## config.mk

```make
export PLATFORM = sky130hd
export DESIGN_NAME = gpgll_sentence_parser
export DESIGN_NICKNAME = d
export VERILOG_FILES = /design/src/hdl/gpgll_pkg.sv /design/src/hdl/gpgll_sentence_parser.sv
export SDC_FILE = /design/constraint.sdc
export NUM_CORES = 1
export LEC_CHECK = 0
export BUFFER_PORTS_ARGS = -buffer_cell sky130_fd_sc_hd__buf_2
export CAP_MARGIN = 20
export CORE_AREA = 2 2 227 229
export CTS_CLUSTER_SIZE = 14
export DETAILED_ROUTE_END_ITERATION = 8
export DIE_AREA = 0 0 229 231
export PLACE_DENSITY_LB_ADDON = 0.15
export SYNTH_ARGS = -nofsm -noshare
export SYNTH_HDL_FRONTEND = slang
export SYNTH_SLANG_ARGS = --single-unit
export TNS_END_PERCENT = 30
```

## constraint.sdc

```tcl
create_clock -name aclk -period 26.1 [get_ports aclk]
set_input_delay 0 -clock aclk [delete_from_list [all_inputs] [get_ports aclk]]
set_output_delay 0 -clock aclk [all_outputs]
set_load 0.05 [all_outputs]
```

## src/hdl/gpgll_pkg.sv

```systemverilog
// Package for the GPGLL sentence parser: field widths, sentence layout
// constants, character codes, result payload type and digit accumulation.
// No dependencies.
`timescale 1ns / 1ps
`default_nettype none

package gpgll_pkg;

    // Field and state widths
    localparam int LAT_W   = 30;
    localparam int LON_W   = 34;
    localparam int COUNT_W = 16;
    localparam int POS_W   = 6;
    localparam int HIDX_W  = 3;
    localparam int BYTE_W  = 8;

    // Sentence layout (body positions count from the byte after the header)
    localparam int BODY_LIMIT = 60;
    localparam int STATUS_POS = 37;
    localparam int LON_START  = 13;
    localparam int LAT_LEN    = 10;
    localparam int LON_LEN    = 11;
    localparam int HDR_LEN    = 7;

    // Saturation limits
    localparam logic [LAT_W-1:0] LAT_MAX = 30'd999999999;
    localparam logic [LON_W-1:0] LON_MAX = 34'd9999999999;

    // Character codes
    localparam logic [BYTE_W-1:0] CHAR_STAR  = 8'h2A;  // '*'
    localparam logic [BYTE_W-1:0] CHAR_POINT = 8'h2E;  // '.'
    localparam logic [BYTE_W-1:0] CHAR_ZERO  = 8'h30;  // '0'
    localparam logic [BYTE_W-1:0] CHAR_NINE  = 8'h39;  // '9'
    localparam logic [BYTE_W-1:0] CHAR_A     = 8'h41;  // 'A'

    // Result payload; first member sits in the top bits, latitude lowest
    typedef struct packed {
        logic [COUNT_W-1:0] fix_count;
        logic [LON_W-1:0]   prev_longitude;
        logic [LAT_W-1:0]   prev_latitude;
        logic [LON_W-1:0]   longitude;
        logic [LAT_W-1:0]   latitude;
    } fix_data_t;

    localparam int DATA_W = $bits(fix_data_t);

    // Expected header character "$GPGLL," at each match index
    function automatic logic [BYTE_W-1:0] hdr_char(input logic [HIDX_W-1:0] idx);
        logic [BYTE_W-1:0] ch;
        unique case (idx)
            3'd0:    ch = 8'h24;  // '$'
            3'd1:    ch = 8'h47;  // 'G'
            3'd2:    ch = 8'h50;  // 'P'
            3'd3:    ch = 8'h47;  // 'G'
            3'd4:    ch = 8'h4C;  // 'L'
            3'd5:    ch = 8'h4C;  // 'L'
            3'd6:    ch = 8'h2C;  // ','
            default: ch = 8'h00;
        endcase
        return ch;
    endfunction

    // acc*10 + digit, clamped to maxv. acc never exceeds maxv.
    function automatic logic [LON_W-1:0] acc_digit(input logic [LON_W-1:0] acc,
                                                   input logic [BYTE_W-1:0] ch,
                                                   input logic [LON_W-1:0] maxv);
        logic [LON_W+3:0] sum;
        sum = ({4'd0, acc} << 3) + ({4'd0, acc} << 1) + {{LON_W{1'b0}}, ch[3:0]};
        if (sum > {4'd0, maxv}) begin
            return maxv;
        end
        return sum[LON_W-1:0];
    endfunction

endpackage

`default_nettype wire

```

## src/hdl/gpgll_sentence_parser.sv

```systemverilog
// GPGLL sentence parser top level: header hunt, body capture, coordinate
// accumulation and a two-deep output buffer.
// Depends on gpgll_pkg.
`timescale 1ns / 1ps
`default_nettype none

// Usage
//   s_axis: one received ASCII character per transaction on s_tdata.
//   m_axis: one transaction per '*' that closes a captured "$GPGLL," body.
//     m_tuser  = fix_valid (status character at the status position was 'A')
//     m_tdata  = current lat/lon, previous lat/lon and fix count (x100000).
//   The result for a '*' is registered in the output register, or in the skid
//   register while m_tready holds the output. Throughput: one byte per cycle
//   while s_tready is high; all parsing for a byte is a single pass through the
//   multiply-by-ten accumulators into the state registers.
//   Stall: the result register is backed by one skid register. s_tready is
//   high whenever the skid register is empty, so bytes keep flowing while a
//   result waits; only a second pending result lowers s_tready.
//   Reset: aresetn (synchronous, active low) clears the hunt state, the
//   stored fixes, the fix count and both output buffers.
//   Bodies longer than BODY_LIMIT bytes (counting '*') are dropped silently
//   and the header hunt restarts.
module gpgll_sentence_parser
    import gpgll_pkg::*;
(
    input  wire                 aclk,
    input  wire                 aresetn,
    // Input byte stream
    input  wire                 s_tvalid,
    output logic                s_tready,
    input  wire  [BYTE_W-1:0]   s_tdata,    // [7:0] rx_byte
    // Result stream
    output logic                m_tvalid,
    input  wire                 m_tready,
    output logic [DATA_W-1:0]   m_tdata,    // [29:0] latitude, [63:30] longitude,
                                            // [93:64] prev_latitude,
                                            // [127:94] prev_longitude,
                                            // [143:128] fix_count
    output logic                m_tuser     // [0] fix_valid
);

    // ---------------------------------------------------------------
    // Parser state
    // ---------------------------------------------------------------
    logic [HIDX_W-1:0]  header_index_reg, header_index_next;
    logic               capturing_reg,    capturing_next;
    logic [POS_W-1:0]   body_pos_reg,     body_pos_next;
    logic [LAT_W-1:0]   lat_acc_reg,      lat_acc_next;
    logic [LON_W-1:0]   lon_acc_reg,      lon_acc_next;
    logic               lat_stop_reg,     lat_stop_next;
    logic               lon_stop_reg,     lon_stop_next;
    logic               status_ok_reg,    status_ok_next;
    logic [LAT_W-1:0]   cur_lat_reg,      cur_lat_next;
    logic [LON_W-1:0]   cur_lon_reg,      cur_lon_next;
    logic [LAT_W-1:0]   old_lat_reg,      old_lat_next;
    logic [LON_W-1:0]   old_lon_reg,      old_lon_next;
    logic [COUNT_W-1:0] fix_count_reg,    fix_count_next;

    // Output register plus skid register
    logic               out_valid_reg,  out_valid_next;
    fix_data_t          out_data_reg,   out_data_next;
    logic               out_fix_reg,    out_fix_next;
    logic               skid_valid_reg, skid_valid_next;
    fix_data_t          skid_data_reg,  skid_data_next;
    logic               skid_fix_reg,   skid_fix_next;

    // Per-byte decode
    logic               in_xfer;
    logic               is_digit;
    logic               is_point;
    logic               in_lat_win;
    logic               in_lon_win;
    logic [LON_W-1:0]   lat_step;
    logic [LON_W-1:0]   lon_step;
    logic               res_valid;
    fix_data_t          res_data;
    logic               res_fix;

    assign in_xfer  = s_tvalid && s_tready;
    assign is_digit = (s_tdata >= CHAR_ZERO) && (s_tdata <= CHAR_NINE);
    assign is_point = (s_tdata == CHAR_POINT);

    assign in_lat_win = (body_pos_reg < POS_W'(LAT_LEN));
    assign in_lon_win = (body_pos_reg >= POS_W'(LON_START))
                     && (body_pos_reg < POS_W'(LON_START + LON_LEN));

    // Multiply-by-ten with saturation for each coordinate
    assign lat_step = acc_digit({{(LON_W-LAT_W){1'b0}}, lat_acc_reg}, s_tdata,
                                {{(LON_W-LAT_W){1'b0}}, LAT_MAX});
    assign lon_step = acc_digit(lon_acc_reg, s_tdata, LON_MAX);

    // ---------------------------------------------------------------
    // Parser next state
    // ---------------------------------------------------------------
    always_comb begin
        header_index_next = header_index_reg;
        capturing_next    = capturing_reg;
        body_pos_next     = body_pos_reg;
        lat_acc_next      = lat_acc_reg;
        lon_acc_next      = lon_acc_reg;
        lat_stop_next     = lat_stop_reg;
        lon_stop_next     = lon_stop_reg;
        status_ok_next    = status_ok_reg;
        cur_lat_next      = cur_lat_reg;
        cur_lon_next      = cur_lon_reg;
        old_lat_next      = old_lat_reg;
        old_lon_next      = old_lon_reg;
        fix_count_next    = fix_count_reg;
        res_valid         = 1'b0;
        res_fix           = status_ok_reg;

        if (in_xfer) begin
            if (!capturing_reg) begin
                // Header hunt; a mismatching byte is consumed
                if (s_tdata == hdr_char(header_index_reg)) begin
                    if (header_index_reg == HIDX_W'(HDR_LEN - 1)) begin
                        header_index_next = '0;
                        capturing_next    = 1'b1;
                        body_pos_next     = '0;
                        lat_acc_next      = '0;
                        lon_acc_next      = '0;
                        lat_stop_next     = 1'b0;
                        lon_stop_next     = 1'b0;
                        status_ok_next    = 1'b0;
                    end else begin
                        header_index_next = header_index_reg + 1'b1;
                    end
                end else begin
                    header_index_next = '0;
                end
            end else if (s_tdata == CHAR_STAR) begin
                // End of body: one result, fix updated on 'A'
                capturing_next    = 1'b0;
                header_index_next = '0;
                res_valid         = 1'b1;
                if (status_ok_reg) begin
                    old_lat_next   = cur_lat_reg;
                    old_lon_next   = cur_lon_reg;
                    cur_lat_next   = lat_acc_reg;
                    cur_lon_next   = lon_acc_reg;
                    fix_count_next = fix_count_reg + 1'b1;
                end
            end else if (body_pos_reg >= POS_W'(BODY_LIMIT - 1)) begin
                // Body too long: abandon
                capturing_next    = 1'b0;
                header_index_next = '0;
            end else begin
                if (in_lat_win && !lat_stop_reg) begin
                    if (is_digit) begin
                        lat_acc_next = lat_step[LAT_W-1:0];
                    end else if (!is_point) begin
                        lat_stop_next = 1'b1;
                    end
                end
                if (in_lon_win && !lon_stop_reg) begin
                    if (is_digit) begin
                        lon_acc_next = lon_step;
                    end else if (!is_point) begin
                        lon_stop_next = 1'b1;
                    end
                end
                if (body_pos_reg == POS_W'(STATUS_POS)) begin
                    status_ok_next = (s_tdata == CHAR_A);
                end
                body_pos_next = body_pos_reg + 1'b1;
            end
        end
    end

    always_comb begin
        res_data.latitude       = cur_lat_next;
        res_data.longitude      = cur_lon_next;
        res_data.prev_latitude  = old_lat_next;
        res_data.prev_longitude = old_lon_next;
        res_data.fix_count      = fix_count_next;
    end

    // ---------------------------------------------------------------
    // Output register and skid register
    // ---------------------------------------------------------------
    always_comb begin
        out_valid_next  = out_valid_reg;
        out_data_next   = out_data_reg;
        out_fix_next    = out_fix_reg;
        skid_valid_next = skid_valid_reg;
        skid_data_next  = skid_data_reg;
        skid_fix_next   = skid_fix_reg;

        if (!out_valid_reg || m_tready) begin
            if (skid_valid_reg) begin
                // Skid drains first; no new result can arrive while it is full
                out_valid_next  = 1'b1;
                out_data_next   = skid_data_reg;
                out_fix_next    = skid_fix_reg;
                skid_valid_next = 1'b0;
            end else begin
                out_valid_next = res_valid;
                out_data_next  = res_data;
                out_fix_next   = res_fix;
            end
        end else if (res_valid) begin
            skid_valid_next = 1'b1;
            skid_data_next  = res_data;
            skid_fix_next   = res_fix;
        end
    end

    always_ff @(posedge aclk) begin
        if (!aresetn) begin
            header_index_reg <= '0;
            capturing_reg    <= 1'b0;
            body_pos_reg     <= '0;
            lat_acc_reg      <= '0;
            lon_acc_reg      <= '0;
            lat_stop_reg     <= 1'b0;
            lon_stop_reg     <= 1'b0;
            status_ok_reg    <= 1'b0;
            cur_lat_reg      <= '0;
            cur_lon_reg      <= '0;
            old_lat_reg      <= '0;
            old_lon_reg      <= '0;
            fix_count_reg    <= '0;
            out_valid_reg    <= 1'b0;
            skid_valid_reg   <= 1'b0;
        end else begin
            header_index_reg <= header_index_next;
            capturing_reg    <= capturing_next;
            body_pos_reg     <= body_pos_next;
            lat_acc_reg      <= lat_acc_next;
            lon_acc_reg      <= lon_acc_next;
            lat_stop_reg     <= lat_stop_next;
            lon_stop_reg     <= lon_stop_next;
            status_ok_reg    <= status_ok_next;
            cur_lat_reg      <= cur_lat_next;
            cur_lon_reg      <= cur_lon_next;
            old_lat_reg      <= old_lat_next;
            old_lon_reg      <= old_lon_next;
            fix_count_reg    <= fix_count_next;
            out_valid_reg    <= out_valid_next;
            skid_valid_reg   <= skid_valid_next;
        end
    end

    // Payload registers, no reset
    always_ff @(posedge aclk) begin
        out_data_reg  <= out_data_next;
        out_fix_reg   <= out_fix_next;
        skid_data_reg <= skid_data_next;
        skid_fix_reg  <= skid_fix_next;
    end

    assign s_tready = !skid_valid_reg;
    assign m_tvalid = out_valid_reg;
    assign m_tdata  = out_data_reg;
    assign m_tuser  = out_fix_reg;

    // ---------------------------------------------------------------
    // Assertions
    // ---------------------------------------------------------------
    // Skid register only fills behind a stalled output register
    a_skid_behind_out: assert property (@(posedge aclk) disable iff (!aresetn)
        skid_valid_reg |-> out_valid_reg)
        else $error("skid register valid while output register empty");

    // Body position never runs past the abandon point
    a_body_bound: assert property (@(posedge aclk) disable iff (!aresetn)
        capturing_reg |-> (body_pos_reg <= POS_W'(BODY_LIMIT - 1)))
        else $error("body position beyond limit");

    // A '*' closing a body with good status bumps the fix count by one
    a_fix_count: assert property (@(posedge aclk) disable iff (!aresetn)
        (in_xfer && capturing_reg && (s_tdata == CHAR_STAR) && status_ok_reg)
        |=> (fix_count_reg == $past(fix_count_reg) + 1'b1))
        else $error("fix count not incremented on valid fix");

    // Header index stays inside the header
    a_hdr_index: assert property (@(posedge aclk) disable iff (!aresetn)
        header_index_reg <= HIDX_W'(HDR_LEN - 1))
        else $error("header index out of range");

endmodule

`default_nettype wire

```

==> impl_metrics.py <==
metrics = {
    "run_status": {
        "status": "finished clean",
    },
    "setup_path": {
        "required_ns": 26.65,
        "crit_type": "register to register",
        "critPathMaxStageDelay_ns": 0.56,
        "end_kind": "register",
        "startpoint_type": "register",
        "ff2ff_setup_slack_ns": 21.60,
        "path_cells": "fa_1, inv_1, fa_1, nor2b_1, o211ai_2, a211oi_2, nor3_1, a311oi_1, and4_1, a21boi_1, a311oi_4, o211ai_4, o221a_2",
        "arrival_ns": 5.06,
        "critPathMaxFanout": 17,
        "crit_top_cell": "fa_1",
        "slowest_stage": "fa_1",
        "cp_num_buf_inv": 1,
        "cp_top_family": "compound AO/OA/AOI/OAI gates",
    },
    "sta": {
        "fin_crit_ns": 4.51,
        "worstMarginPinSlew_ns": 0.995,
        "setup_viol": 0,
        "timing.fmax_mhz": 222,
        "hold_viol": 0,
        "rsz0062_at_grt": "no",
        "relSlewSlack_pct": 33.7,
        "final_max_slew_viol_count": 0,
        "finalCritPeriodShare_pct": 17.3,
        "skew_ns": 0.0217,
        "totalNegativeSetupSlack_ns": 0,
    },
    "clock_network": {
        "clock_sinks": 513,
        "post_cts_buffers": 0,
        "h-tree-depth": 2,
        "cts_resized": 0,
        "cts_tree": "yes",
        "clk_latency_ns": 0.61,
        "clkSlewWorstSetupHoldPaths_ns": 0.06,
        "cts-buffers-inserted": 53,
        "root_buffer": "clkbuf_16",
        "clock_path_buffers": 3,
    },
    "yosys": {
        "ys_top_cells_by_area": "edfxtp_1 35%, dfxtp_1 18%, nand2_1 7.2%",
        "ys_seq_area_share_pct": 53.0,
        "synth_ff_type": "edfxtp_1",
        "netlist_instances": 2268,
        "synth_fp_nets": 2414,
        "synthTopCellsByCount": "475 x nand2_1, 290 x edfxtp_1, 223 x dfxtp_1, 162 x and2_1, 149 x mux2_2",
        "synth_edf_count": 290,
        "synthesis.area_sq_um": 24900,
        "synth_top_area_share_pct": 35.0,
        "synth_top_area_cell": "edfxtp_1",
        "yosys_register_bits": 513,
        "avgSynthCellArea_sq_um": 11.0,
        "synth.distinct_cells": 104,
        "synthArstFlopShare_pct": 0,
        "yosys_warnings": 0,
        "post-synth-top-count-cell": "nand2_1",
    },
    "power_and_ir_drop": {
        "ir_drop_mv": 0.0444,
        "power.density_nw_per_um2": 57.7,
        "leakage_nw": 12.3,
        "post-layout-total-power_w": 0.00162,
    },
    "placed_design": {
        "dpl_cell_area_sq_um": 26200,
        "io_buffers": 158,
        "gp_congestion": 0.907,
        "post-dp-hpwl_microns": 38900,
    },
    "worst_hold_path": {
        "hp-class": "input pin to register",
    },
    "final_layout": {
        "area_growth_pct": 12.9,
        "antenna_cells": 0,
        "finish.net_count": 2542,
        "drive_gt1_share_pct": 19.5,
        "fin_area_sq_um": 28100,
    },
    "grt": {
        "antenna_found_initial": 1,
        "grt_max_degree": 93,
        "grt_usage_pct": 21.6,
        "grt_pass1_vias": 17020,
        "grt-ovfl-total": 0,
        "grt_pass1_wl_microns": 92700,
    },
    "drt": {
        "ant_nets": 0,
        "via_count": 17482,
        "topRoutingLayerUsed": "met4",
        "post_drt_wl_per_cell_microns": 18.5,
        "met2_length_microns": 24700,
        "drt-initial-drc-count": 1359,
        "drc": 0,
        "wl_met1_microns": 29300,
        "vias_per_cell": 5.60,
        "dr.pass1.iters": 6,
        "routed_wl_microns": 57700,
        "wl_met3_microns": 2640,
    },
    "floorplan": {
        "dieHeight_microns": 231,
        "dieArea_sq_um": 52900,
        "coreArea_sq_um": 50700,
        "num_io_pins": 159,
        "initial_core_util_pct": 49.1,
        "rows": 83,
        "die_width_microns": 229,
    },
    "flow_run": {
        "cap_violations": 0,
    },
}
[per-layer routing]
layer  track usage [%]  vias to the layer above
met5                 0                        -
met4              5.36                        0
met3              2.98                       66
met2              32.6                      449
met1              32.7                     8476
li1                  -                     8491
[power breakdown]
group          internal, W   switching, W  leakage (nW)
logic           0.00000315     0.00000858          6.85
clock network     0.000441       0.000321         0.862
registers         0.000845  0.00000000913          4.59
total              0.00129       0.000329          12.3
[kinds of logic after synthesis]
| group | after synthesis | synth area share, % |
|---|---|---|
| mux | 155 | 6.99 |
| fa+ha+maj | 134 | 6.86 |
| flops | 513 | 53.0 |
| simple gates | 890 | 17.1 |
| xor+xnor | 55 | 1.94 |
| compound gates | 380 | 11.8 |
| buf+inv | 141 | 2.34 |
[metrics by stage]
| step | utilization [%] | hold WS [ns] | worst slack (ns) | std cells |
|---|---|---|---|---|
| 2_1_floorplan | - | 0.139 | 7.24 | 2268 |
| 3_3_place_gp | 51.7 | 0.383 | 21.84 | 3012 |
| 3_5_place_dp | 51.7 | 0.401 | 21.66 | 3012 |
| 4_1_cts | 55.4 | 0.0737 | 21.65 | 3121 |
| 5_1_grt | 55.4 | 0.111 | 21.33 | 3121 |
| 6_report | 55.4 | 0.111 | 21.60 | 3121 |
[worst reg2reg max path, stage by stage (launching register included)]
cell      delay, ns
dfxtp_1        0.35
fa_1           0.56
inv_1          0.07
fa_1           0.46
nor2b_1        0.20
o211ai_2       0.21
a211oi_2       0.54
nor3_1         0.21
a311oi_1       0.38
and4_1         0.26
a21boi_1       0.25
a311oi_4       0.10
o211ai_4       0.54
o221a_2        0.33
[cell usage in the layout (no fill, tap or decap), drive strengths merged, types with 7 or more instances in the layout]
master,Yosys,routed
a211oi,13,13
a21boi,17,17
a21o,30,30
a21oi,72,72
a221o,18,18
a31oi,11,11
a32o,9,9
and2,164,164
and3,16,16
and4,9,9
buf,22,172
clkbuf,86,76
clkinv,0,14
dfxtp,223,223
dlygate4sd3,0,9
edfxtp,290,290
ha,130,130
inv,33,36
mux2,149,149
nand2,475,475
nand2b,9,9
nand3,39,39
nand4,23,23
nor2,69,69
nor2b,13,13
nor3,29,29
nor4,7,7
o2111ai,7,7
o211ai,14,14
o21a,10,10
o21ai,77,77
o221a,14,14
o31ai,12,12
or3,10,10
xnor2,34,34
xor2,21,21
[worst paths after layout]
check                    to  depth (start not counted)           start
max reg2reg  lat_acc_reg[2]                         13  lat_acc_reg[0]
max          lat_acc_reg[2]                         13  lat_acc_reg[0]
min reg2reg    lat_stop_reg                          2    lat_stop_reg
min          lon_acc_reg[2]                          4      s_tdata[2]
[timing repair]
action	4_1_cts	5_1_grt
hold buffers	9	0
setup endpoints to repair	0	0
endpoints found under the hold margin	48	0
[layout make-up]
class | instances | area, sq um
well taps | 680 | 851
clock inverters | 24 | 241
fillers | 4459 | 22600
clock buffers | 76 | 1530
inverters | 33 | 129
flip-flops and latches | 513 | 13200
repair buffers | 181 | 988
multi-input cells | 1614 | 11100
(Power assumes the default switching activity.)
